## config.mk

```make
export PLATFORM = sky130hd
export DESIGN_NAME = job_timing_statistics_monitor_flat
export DESIGN_NICKNAME = d
export VERILOG_FILES = /design/src/sv/jtsm_pkg.sv /design/src/sv/jtsm_if.sv /design/src/sv/jtsm_ram.sv /design/src/sv/jtsm_hist.sv /design/src/sv/jtsm_stats.sv /design/src/sv/job_timing_statistics_monitor.sv /design/src/flat_wrapper.sv
export SDC_FILE = /design/constraint.sdc
export NUM_CORES = 2
export LEC_CHECK = 0
export ABC_AREA = 1
export BUFFER_PORTS_ARGS = -buffer_cell sky130_fd_sc_hd__buf_2
export CORE_MARGIN = 2
export CORE_UTILIZATION = 55
export CTS_CLUSTER_SIZE = 25
export DETAILED_ROUTE_END_ITERATION = 10
export HOLD_SLACK_MARGIN = 0.12
export PLACE_DENSITY_LB_ADDON = 0.08
export SYNTH_ARGS = -nofsm -noshare
export SYNTH_HDL_FRONTEND = slang
export SYNTH_SLANG_ARGS = --single-unit
```

## constraint.sdc

```tcl
create_clock -name clk -period 12 [get_ports clk]
set_clock_uncertainty 0.2 [all_clocks]
set_input_delay 0.6 -clock clk [delete_from_list [all_inputs] [get_ports clk]]
set_output_delay 0.6 -clock clk [all_outputs]
set_load 0.02 [all_outputs]
```

## src/sv/jtsm_pkg.sv

```systemverilog
// ----------------------------------------------------------------------------
// Job timing statistics monitor package
// Shared constants, types and helper functions.
// ----------------------------------------------------------------------------
`timescale 1ns / 1ps

package jtsm_pkg;

  localparam int HIST_BINS_DEF = 10;
  localparam int EDGE_CNT      = HIST_BINS_DEF - 1;
  localparam int BIN_W         = $clog2(HIST_BINS_DEF);

  localparam logic [31:0] CNT_MAX = 32'hFFFF_FFFF;
  localparam logic [47:0] SUM_MAX = 48'hFFFF_FFFF_FFFF;

  localparam logic [31:0] BIN_EDGES [EDGE_CNT] = '{
    32'd5000, 32'd10000, 32'd15000, 32'd20000, 32'd25000,
    32'd30000, 32'd32000, 32'd34000, 32'd36000
  };

  typedef enum logic {
    OP_RECORD = 1'b0,
    OP_CLEAR  = 1'b1
  } op_t;

  typedef struct packed {
    logic [31:0] job_count;
    logic [47:0] exec_total;
    logic [31:0] exec_min;
    logic [31:0] exec_max;
    logic [47:0] response_total;
    logic [31:0] response_min;
    logic [31:0] response_max;
    logic [31:0] miss_count;
    logic [31:0] worst_lateness;
    logic        missed_now;
  } stats_t;

  typedef struct packed {
    logic wr_go;
    op_t  op;
  } hist_ctl_t;

  function automatic logic [31:0] inc_sat32(input logic [31:0] v);
    return (v == CNT_MAX) ? CNT_MAX : v + 32'd1;
  endfunction

  function automatic logic [BIN_W-1:0] pick_bin(input logic [31:0] t);
    logic [BIN_W-1:0] b;
    b = BIN_W'(EDGE_CNT);
    for (int i = EDGE_CNT - 1; i >= 0; i--) begin
      if (t < BIN_EDGES[i]) begin
        b = BIN_W'(i);
      end
    end
    return b;
  endfunction

endpackage

```

## src/sv/jtsm_if.sv

```systemverilog
// ----------------------------------------------------------------------------
// Job timing statistics monitor channels
// Valid/ready interfaces for job records and statistics results.
// ----------------------------------------------------------------------------
`timescale 1ns / 1ps

interface jtsm_in_if;
  logic        valid;
  logic        ready;
  logic        opcode;
  logic [31:0] exec_time;
  logic [31:0] response_time;
  logic [3:0]  bin_select;

  modport source (output valid, output opcode, output exec_time,
                  output response_time, output bin_select, input ready);
  modport sink (input valid, input opcode, input exec_time,
                input response_time, input bin_select, output ready);
endinterface

interface jtsm_out_if;
  logic        valid;
  logic        ready;
  logic [31:0] job_count;
  logic [47:0] exec_total;
  logic [31:0] exec_min;
  logic [31:0] exec_max;
  logic [47:0] response_total;
  logic [31:0] response_min;
  logic [31:0] response_max;
  logic [31:0] miss_count;
  logic [31:0] worst_lateness;
  logic        missed_now;
  logic [31:0] bin_count;

  modport source (output valid, output job_count, output exec_total,
                  output exec_min, output exec_max, output response_total,
                  output response_min, output response_max, output miss_count,
                  output worst_lateness, output missed_now, output bin_count,
                  input ready);
  modport sink (input valid, input job_count, input exec_total,
                input exec_min, input exec_max, input response_total,
                input response_min, input response_max, input miss_count,
                input worst_lateness, input missed_now, input bin_count,
                output ready);
endinterface

```

## src/sv/jtsm_ram.sv

```systemverilog
// ----------------------------------------------------------------------------
// Generic RAM
// One write port, one read port, registered read data.
// ----------------------------------------------------------------------------
`timescale 1ns / 1ps

module jtsm_ram #(
  parameter int WIDTH = 32,
  parameter int DEPTH = 16
) (
  input  logic                     clk,
  input  logic                     we,
  input  logic [$clog2(DEPTH)-1:0] waddr,
  input  logic [WIDTH-1:0]         wdata,
  input  logic                     re,
  input  logic [$clog2(DEPTH)-1:0] raddr,
  output logic [WIDTH-1:0]         rdata
);

  logic [WIDTH-1:0] mem [DEPTH];

  always_ff @(posedge clk) begin
    if (we) begin
      mem[waddr] <= wdata;
    end
    if (re) begin
      rdata <= mem[raddr];
    end
  end

endmodule

```

## src/sv/jtsm_hist.sv

```systemverilog
// ----------------------------------------------------------------------------
// Job timing statistics monitor histogram
// Read-modify-write of the execution time bins with forwarding and valid bits.
// ----------------------------------------------------------------------------
`timescale 1ns / 1ps

module jtsm_hist #(
  parameter int HIST_BINS = jtsm_pkg::HIST_BINS_DEF
) (
  input  logic                         clk,
  input  logic                         rst,
  input  logic                         accept,
  input  logic [$clog2(HIST_BINS)-1:0] ebin,
  input  logic [$clog2(HIST_BINS)-1:0] sel_addr,
  input  logic                         sel_ok,
  input  jtsm_pkg::hist_ctl_t          ctl,
  output logic [31:0]                  bin_count
);
  import jtsm_pkg::*;

  localparam int AW = $clog2(HIST_BINS);

  logic [HIST_BINS-1:0] vld;
  logic [AW-1:0]        ebin_q;
  logic [AW-1:0]        sel_q;
  logic                 sel_ok_q;
  logic                 hit_e;
  logic                 hit_s;
  logic [31:0]          fwd;
  logic [31:0]          rd_e;
  logic [31:0]          rd_s;
  logic [31:0]          cnt_e;
  logic [31:0]          cnt_s;
  logic [31:0]          wdata;
  logic                 wr;
  logic                 clr;

  assign wr  = ctl.wr_go && (ctl.op == OP_RECORD);
  assign clr = ctl.wr_go && (ctl.op == OP_CLEAR);

  jtsm_ram #(.WIDTH(32), .DEPTH(HIST_BINS)) u_ram_e (
    .clk(clk), .we(wr), .waddr(ebin_q), .wdata(wdata),
    .re(accept), .raddr(ebin), .rdata(rd_e)
  );

  jtsm_ram #(.WIDTH(32), .DEPTH(HIST_BINS)) u_ram_s (
    .clk(clk), .we(wr), .waddr(ebin_q), .wdata(wdata),
    .re(accept), .raddr(sel_addr), .rdata(rd_s)
  );

  always_ff @(posedge clk) begin
    if (rst) begin
      vld <= '0;
    end else if (clr) begin
      vld <= '0;
    end else if (wr) begin
      vld[ebin_q] <= 1'b1;
    end
  end

  always_ff @(posedge clk) begin
    if (accept) begin
      ebin_q   <= ebin;
      sel_q    <= sel_addr;
      sel_ok_q <= sel_ok;
      hit_e    <= wr && (ebin_q == ebin);
      hit_s    <= wr && (ebin_q == sel_addr);
      fwd      <= wdata;
    end
  end

  always_comb begin
    cnt_e = hit_e ? fwd : (vld[ebin_q] ? rd_e : 32'd0);
    cnt_s = hit_s ? fwd : (vld[sel_q] ? rd_s : 32'd0);
    wdata = inc_sat32(cnt_e);
    if (ctl.op == OP_CLEAR || !sel_ok_q) begin
      bin_count = 32'd0;
    end else if (sel_q == ebin_q) begin
      bin_count = wdata;
    end else begin
      bin_count = cnt_s;
    end
  end

endmodule

```

## src/sv/jtsm_stats.sv

```systemverilog
// ----------------------------------------------------------------------------
// Job timing statistics monitor scalar statistics
// Counts, saturating totals, extremes, deadline misses and lateness.
// ----------------------------------------------------------------------------
`timescale 1ns / 1ps

module jtsm_stats (
  input  logic             clk,
  input  logic             rst,
  input  logic             adv,
  input  jtsm_pkg::op_t    op,
  input  logic [31:0]      et,
  input  logic [31:0]      rt,
  input  logic [31:0]      dl,
  output jtsm_pkg::stats_t view
);
  import jtsm_pkg::*;

  logic [31:0] jobs;
  logic [47:0] esum;
  logic [31:0] elo;
  logic [31:0] ehi;
  logic [47:0] rsum;
  logic [31:0] rlo;
  logic [31:0] rhi;
  logic [31:0] misses;
  logic [31:0] peak;

  logic        first;
  logic [48:0] esum_w;
  logic [48:0] rsum_w;
  logic        late_hit;
  logic [31:0] late;

  always_comb begin
    first    = (jobs == 32'd0);
    esum_w   = {1'b0, esum} + {17'd0, et};
    rsum_w   = {1'b0, rsum} + {17'd0, rt};
    late_hit = (rt > dl);
    late     = rt - dl;
    view     = '0;
    if (op == OP_RECORD) begin
      view.job_count      = inc_sat32(jobs);
      view.exec_total     = esum_w[48] ? SUM_MAX : esum_w[47:0];
      view.exec_min       = (first || et < elo) ? et : elo;
      view.exec_max       = (first || et > ehi) ? et : ehi;
      view.response_total = rsum_w[48] ? SUM_MAX : rsum_w[47:0];
      view.response_min   = (first || rt < rlo) ? rt : rlo;
      view.response_max   = (first || rt > rhi) ? rt : rhi;
      view.miss_count     = late_hit ? inc_sat32(misses) : misses;
      view.worst_lateness = (late_hit && late > peak) ? late : peak;
      view.missed_now     = late_hit;
    end
  end

  always_ff @(posedge clk) begin
    if (rst) begin
      jobs   <= '0;
      esum   <= '0;
      elo    <= '0;
      ehi    <= '0;
      rsum   <= '0;
      rlo    <= '0;
      rhi    <= '0;
      misses <= '0;
      peak   <= '0;
    end else if (adv) begin
      jobs   <= view.job_count;
      esum   <= view.exec_total;
      elo    <= view.exec_min;
      ehi    <= view.exec_max;
      rsum   <= view.response_total;
      rlo    <= view.response_min;
      rhi    <= view.response_max;
      misses <= view.miss_count;
      peak   <= view.worst_lateness;
    end
  end

endmodule

```

## src/sv/job_timing_statistics_monitor.sv

```systemverilog
// ----------------------------------------------------------------------------
// Job timing statistics monitor
// Per-task job timing statistics with an execution time histogram.
// ----------------------------------------------------------------------------
// The block accepts one job record or clear transaction per clock unless the
// result side stalls it, and returns one result per transaction, passing
// through the stage-1 registers and histogram RAM read, then the output
// register. Back-to-back jobs that hit the same bin are forwarded, and clears
// act at once through per-bin valid bits, so there is no clearing pass after
// reset. The user must write the deadline through cfg_we and cfg_data only
// while no transaction is in flight; the block itself does not enforce this.
`timescale 1ns / 1ps

module job_timing_statistics_monitor #(
  parameter int HIST_BINS = jtsm_pkg::HIST_BINS_DEF
) (
  input  logic        clk,
  input  logic        rst,
  input  logic        cfg_we,
  input  logic [31:0] cfg_data,
  jtsm_in_if.sink     in_ch,
  jtsm_out_if.source  res
);
  import jtsm_pkg::*;

  localparam int AW = $clog2(HIST_BINS);

  logic        deadline;
  logic [31:0] deadline_time;
  logic        s1_valid;
  op_t         s1_op;
  logic [31:0] s1_et;
  logic [31:0] s1_rt;
  logic        s1_adv;
  logic        accept;
  logic        out_valid;
  stats_t      out_stat;
  logic [31:0] out_bin;
  stats_t      view;
  logic [31:0] bin_count;
  logic        sel_ok;
  logic [AW-1:0] sel_addr;
  logic [AW-1:0] ebin;
  hist_ctl_t   ctl;

  assign deadline    = cfg_we;
  assign s1_adv      = s1_valid && (!out_valid || res.ready);
  assign in_ch.ready = !s1_valid || s1_adv;
  assign accept      = in_ch.valid && in_ch.ready;
  assign sel_ok      = ({28'd0, in_ch.bin_select} < 32'(HIST_BINS));
  assign sel_addr    = sel_ok ? AW'(in_ch.bin_select) : '0;
  assign ebin        = AW'(pick_bin(in_ch.exec_time));
  assign ctl         = '{wr_go: s1_adv, op: s1_op};

  always_ff @(posedge clk) begin
    if (rst) begin
      deadline_time <= '0;
    end else if (deadline) begin
      deadline_time <= cfg_data;
    end
  end

  always_ff @(posedge clk) begin
    if (rst) begin
      s1_valid <= 1'b0;
    end else if (accept) begin
      s1_valid <= 1'b1;
    end else if (s1_adv) begin
      s1_valid <= 1'b0;
    end
  end

  always_ff @(posedge clk) begin
    if (accept) begin
      s1_op <= op_t'(in_ch.opcode);
      s1_et <= in_ch.exec_time;
      s1_rt <= in_ch.response_time;
    end
  end

  jtsm_stats u_stats (
    .clk(clk), .rst(rst), .adv(s1_adv), .op(s1_op),
    .et(s1_et), .rt(s1_rt), .dl(deadline_time), .view(view)
  );

  jtsm_hist #(.HIST_BINS(HIST_BINS)) u_hist (
    .clk(clk), .rst(rst), .accept(accept), .ebin(ebin),
    .sel_addr(sel_addr), .sel_ok(sel_ok), .ctl(ctl), .bin_count(bin_count)
  );

  always_ff @(posedge clk) begin
    if (rst) begin
      out_valid <= 1'b0;
    end else if (s1_adv) begin
      out_valid <= 1'b1;
    end else if (res.ready) begin
      out_valid <= 1'b0;
    end
  end

  always_ff @(posedge clk) begin
    if (s1_adv) begin
      out_stat <= view;
      out_bin  <= bin_count;
    end
  end

  assign res.valid          = out_valid;
  assign res.job_count      = out_stat.job_count;
  assign res.exec_total     = out_stat.exec_total;
  assign res.exec_min       = out_stat.exec_min;
  assign res.exec_max       = out_stat.exec_max;
  assign res.response_total = out_stat.response_total;
  assign res.response_min   = out_stat.response_min;
  assign res.response_max   = out_stat.response_max;
  assign res.miss_count     = out_stat.miss_count;
  assign res.worst_lateness = out_stat.worst_lateness;
  assign res.missed_now     = out_stat.missed_now;
  assign res.bin_count      = out_bin;

endmodule

```

## src/flat_wrapper.sv

```systemverilog
// flat-port wrapper written by rule: the top's interface ports become plain ports
module job_timing_statistics_monitor_flat import jtsm_pkg::*;
#(
  parameter int HIST_BINS = jtsm_pkg::HIST_BINS_DEF
)
  (clk, rst, cfg_we, cfg_data, in_ch_valid, in_ch_opcode, in_ch_exec_time, in_ch_response_time, in_ch_bin_select, in_ch_ready, res_valid, res_job_count, res_exec_total, res_exec_min, res_exec_max, res_response_total, res_response_min, res_response_max, res_miss_count, res_worst_lateness, res_missed_now, res_bin_count, res_ready);
  jtsm_in_if in_ch_i ();
  jtsm_out_if res_i ();
  input  logic clk;
  input  logic rst;
  input  logic cfg_we;
  input  logic [31:0] cfg_data;
  input wire logic [$bits(in_ch_i.valid)-1:0] in_ch_valid;
  input wire logic [$bits(in_ch_i.opcode)-1:0] in_ch_opcode;
  input wire logic [$bits(in_ch_i.exec_time)-1:0] in_ch_exec_time;
  input wire logic [$bits(in_ch_i.response_time)-1:0] in_ch_response_time;
  input wire logic [$bits(in_ch_i.bin_select)-1:0] in_ch_bin_select;
  output wire logic [$bits(in_ch_i.ready)-1:0] in_ch_ready;
  output wire logic [$bits(res_i.valid)-1:0] res_valid;
  output wire logic [$bits(res_i.job_count)-1:0] res_job_count;
  output wire logic [$bits(res_i.exec_total)-1:0] res_exec_total;
  output wire logic [$bits(res_i.exec_min)-1:0] res_exec_min;
  output wire logic [$bits(res_i.exec_max)-1:0] res_exec_max;
  output wire logic [$bits(res_i.response_total)-1:0] res_response_total;
  output wire logic [$bits(res_i.response_min)-1:0] res_response_min;
  output wire logic [$bits(res_i.response_max)-1:0] res_response_max;
  output wire logic [$bits(res_i.miss_count)-1:0] res_miss_count;
  output wire logic [$bits(res_i.worst_lateness)-1:0] res_worst_lateness;
  output wire logic [$bits(res_i.missed_now)-1:0] res_missed_now;
  output wire logic [$bits(res_i.bin_count)-1:0] res_bin_count;
  input wire logic [$bits(res_i.ready)-1:0] res_ready;
  assign in_ch_i.valid = in_ch_valid;
  assign in_ch_i.opcode = in_ch_opcode;
  assign in_ch_i.exec_time = in_ch_exec_time;
  assign in_ch_i.response_time = in_ch_response_time;
  assign in_ch_i.bin_select = in_ch_bin_select;
  assign in_ch_ready = in_ch_i.ready;
  assign res_valid = res_i.valid;
  assign res_job_count = res_i.job_count;
  assign res_exec_total = res_i.exec_total;
  assign res_exec_min = res_i.exec_min;
  assign res_exec_max = res_i.exec_max;
  assign res_response_total = res_i.response_total;
  assign res_response_min = res_i.response_min;
  assign res_response_max = res_i.response_max;
  assign res_miss_count = res_i.miss_count;
  assign res_worst_lateness = res_i.worst_lateness;
  assign res_missed_now = res_i.missed_now;
  assign res_bin_count = res_i.bin_count;
  assign res_i.ready = res_ready;
  job_timing_statistics_monitor #(.HIST_BINS(HIST_BINS)) u_core (.clk(clk), .rst(rst), .cfg_we(cfg_we), .cfg_data(cfg_data), .in_ch(in_ch_i), .res(res_i));
endmodule
```

==> flow_summary.json <==
{
  "cts_tree": "yes",
  "seq_power_share": 0.448,
  "power_density_nw_per_um2": 147,
  "dieArea_sq_um": 121000,
  "core_sq_um": 117000,
  "setup_viol": 0,
  "share_comb_of_total_power": 0.155,
  "gp_congestion": 1.00,
  "dpl.hpwl_um": 145000,
  "finalCritPeriodShare": 0.416,
  "drt-initial-drc-count": 6615,
  "cts_buffer_depth": 3,
  "clk_latency_ns": 0.79,
  "ff2ff_path_depth": 23,
  "ir_drop_uv": 174,
  "grt_overflow": 0,
  "cts_resized": 0,
  "die_x_um": 347,
  "yosysMostFrequentCell": "nand2_1",
  "grt_antenna_before_repair": 5,
  "synthCells": 7839,
  "startpoint_type": "register",
  "yosysTopAreaCellShare": 0.391,
  "syn_avg_cell_area_sq_um": 8.27,
  "hp-class": "input pin to register",
  "finalMaxSlewViolations": 0,
  "final_core_util": 0.634,
  "fin_setup_tns_ns": 0,
  "synth_fp_nets": 8206,
  "num_rows": 125,
  "post-route-min-period_ns": 4.99,
  "switchingPower_mw": 3.05,
  "cp.required_ns": 12.33,
  "cap_viol_max_count": 0,
  "clkPwrFrac": 0.397,
  "avgViaCountPerCell": 5.83,
  "ys.flop_type": "edfxtp_1",
  "nNetsFinal": 8610,
  "arrival_ns": 5.32,
  "max-slew-margin-rel": 0.234,
  "filler_cell_count": 10070,
  "yosys-top-cells-area": "edfxtp_1 39%, dfxtp_1 11%, nand2_1 8.3%",
  "crit_path_end_kind": "register",
  "synth_edf_count": 845,
  "yosysTopAreaCell": "edfxtp_1",
  "status": "complete, no violations",
  "grt_usage": 0.348,
  "ant_nets": 0,
  "start_util": 0.557,
  "drive_above_1_share": 0.0966,
  "first_pass_iters": 8,
  "timing.fmax_mhz": 200,
  "cts-root-buf": "clkbuf_16",
  "async_reset_ff_frac": 0,
  "rsz0062_at_grt": "no",
  "io_buffers": 460,
  "cp_max_fo": 24,
  "cts_buffers": 135,
  "clk_pin_slew_ns": 0.06,
  "grt_pass1_wl_um": 324000,
  "area_delta_synth_final_pct": 14.0,
  "leakage_nw": 32.5,
  "tightest_slew_ns": 1.15,
  "first_global_vias": 53971,
  "htree_levels": 4,
  "clkSinkCount": 1209,
  "routed_wl_um": 214000,
  "cts_setup_buffers": 0,
  "r2r_start": "u_core.s1_rt[2]",
  "hold_end": "u_core.deadline_time[10]",
  "ys_ff_latch": 1209,
  "cell_internal_pwr_mw": 7.78,
  "synthTopCellsByCount": "1427 x nand2_1, 1208 x inv_1, 845 x edfxtp_1, 830 x o21ai_0, 763 x nand3_1",
  "worstSetupPathType": "register to register",
  "hold_depth": 3,
  "p_sw_frac": 0.282,
  "seq_area_frac_synth": 0.504,
  "drc_errors": 0,
  "route.vias.total": 57580,
  "yosysWarnings": 0,
  "syn_area_sq_um": 64900,
  "hold_start": "cfg_we",
  "grt_max_degree": 180,
  "dieHeight_um": 347,
  "wl_per_cell_um": 21.7,
  "hold_viol": 0,
  "synth.distinct_cells": 52,
  "io_pins": 461,
  "reg2reg_setup_slack_ns": 7.01,
  "worstReg2RegEnd": "u_core.res.worst_lateness[6]"
}
==> worst max path at each step <==
stage	from	endpoint	slack, ns	depth (start not counted)
detailed placement	in_ch_exec_time[31]	u_core.u_hist.u_ram_e.rdata[3]	7.03	18
CTS	u_core.s1_rt[2]	u_core.res.worst_lateness[6]	7.05	23
global placement	in_ch_exec_time[29]	u_core.u_hist.u_ram_e.rdata[28]	7.04	18
finish	u_core.s1_rt[2]	u_core.res.worst_lateness[6]	7.01	23
floorplan	res_ready	u_core.u_stats.rlo[10]	5.47	7
global route	u_core.s1_rt[2]	u_core.res.worst_lateness[6]	6.51	23
==> per-stage QoR <==
stage	hold slack [ns]	power [mW]	cell area [sq um]	worst slack, ns	instances
after global placement	0.250	6.53	68300	7.04	9526
final	0.184	10.8	73900	7.01	9882
after global routing	0.203	11.2	73900	6.51	9880
after detailed placement	0.258	6.55	68300	7.03	9526
after CTS	0.133	10.8	73900	7.05	9880
after floorplan	0.233	5.99	64900	5.47	7839
==> layout by cell type (no fill, tap or decap), types with 17 or more instances in the layout <==
cell and count:
o22ai_1 18, nand4_1 59, a211oi_1 17, nand2_1 1423
nand3_1 763, buf_4 73, a31oi_1 27, o21a_1 21
nand3b_1 27, inv_1 1204, o311ai_0 18, clkinv_1 21
ha_1 258, clkinv_2 17, a221oi_1 34, nor3_1 65
edfxtp_1 845, nor2_1 503, dlygate4sd3_1 104, o21bai_1 25
or2_2 18, o21ai_0 830, xor2_1 100, clkbuf_1 36
a21oi_1 655, nor4_1 35, clkbuf_16 141, buf_2 460
dfxtp_1 364, xnor2_1 31
==> cell families (layout without fill, tap and decap cells) <==
logic type	Yosys count	count (layout)	synth area share
buffers and inverters	1592	2109	0.0937
other	0	2	0
and+or+nand+nor	2946	2946	0.194
DFF	1209	1209	0.504
adders and majority gates	261	261	0.0507
xor gates and xnor gates	131	131	0.0177
AOI/OAI and AO/OA	1700	1700	0.140
==> worst max-delay path, stage by stage, from the launching register on <==
cell and delay (ns):
edfxtp_1 0.48, ha_1 0.39, nand2_1 0.08, o21ai_0 0.34
nand2_1 0.09, nand2_1 0.17, a21boi_0 0.19, o21ai_0 0.40
nand3_1 0.17, nand2_1 0.09, nand2_1 0.05, nand2_1 0.07
inv_1 0.04, ha_1 0.30, nand4_1 0.10, inv_1 0.09
nand2_1 0.05, nor4_1 0.28, a21oi_1 0.16, nor2_2 0.35
buf_4 0.36, nand2_1 0.10, nand3_1 0.12, inv_1 0.06
==> area by class of cell <==
class	count	area, sq um	area share
Sequential cell	1209	32700	0.442
Multi-Input combinational cell	5038	26200	0.355
Timing Repair Buffer	638	3910	0.0529
Clock buffer	190	3840	0.0520
Tap cell	1524	1910	0.0258
Inverter	1221	4620	0.0624
Clock inverter	60	731	0.00989
Antenna cell	2	5.00	0.0000677
==> repair_timing <==
item,CTS,global route
setup endpoints to repair,0,0
hold buffers,104,0
hold endpoints to repair,102,0
==> state kept, by name (all words and copies together), names as in the netlist, 48 cells and up <==
signal,cells
u_core.u_stats.esum,48
u_core.u_hist.u_ram_s.mem,288
u_core.res.exec_total,48
u_core.res.response_total,48
u_core.u_stats.rsum,48
==> per-layer routing <==
metal	part of all wire	GRT usage	up-vias
met5	0.00011	0	-
met4	0.039	0.142	4
met3	0.091	0.0547	449
met2	0.45	0.546	2767
met1	0.42	0.484	27225
li1	-	-	27135
==> power groups by stage <==
stage / logic, mW / clock network [mW] / registers [mW]
4_1_cts: 1.66 / 4.34 / 4.84
3_3_place_gp: 1.60 / 0 / 4.93
5_1_grt: 1.86 / 4.50 / 4.86
6_report: 1.68 / 4.30 / 4.85
3_5_place_dp: 1.62 / 0 / 4.93
2_1_floorplan: 1.01 / 0 / 4.98
(Power assumes the default switching activity.)
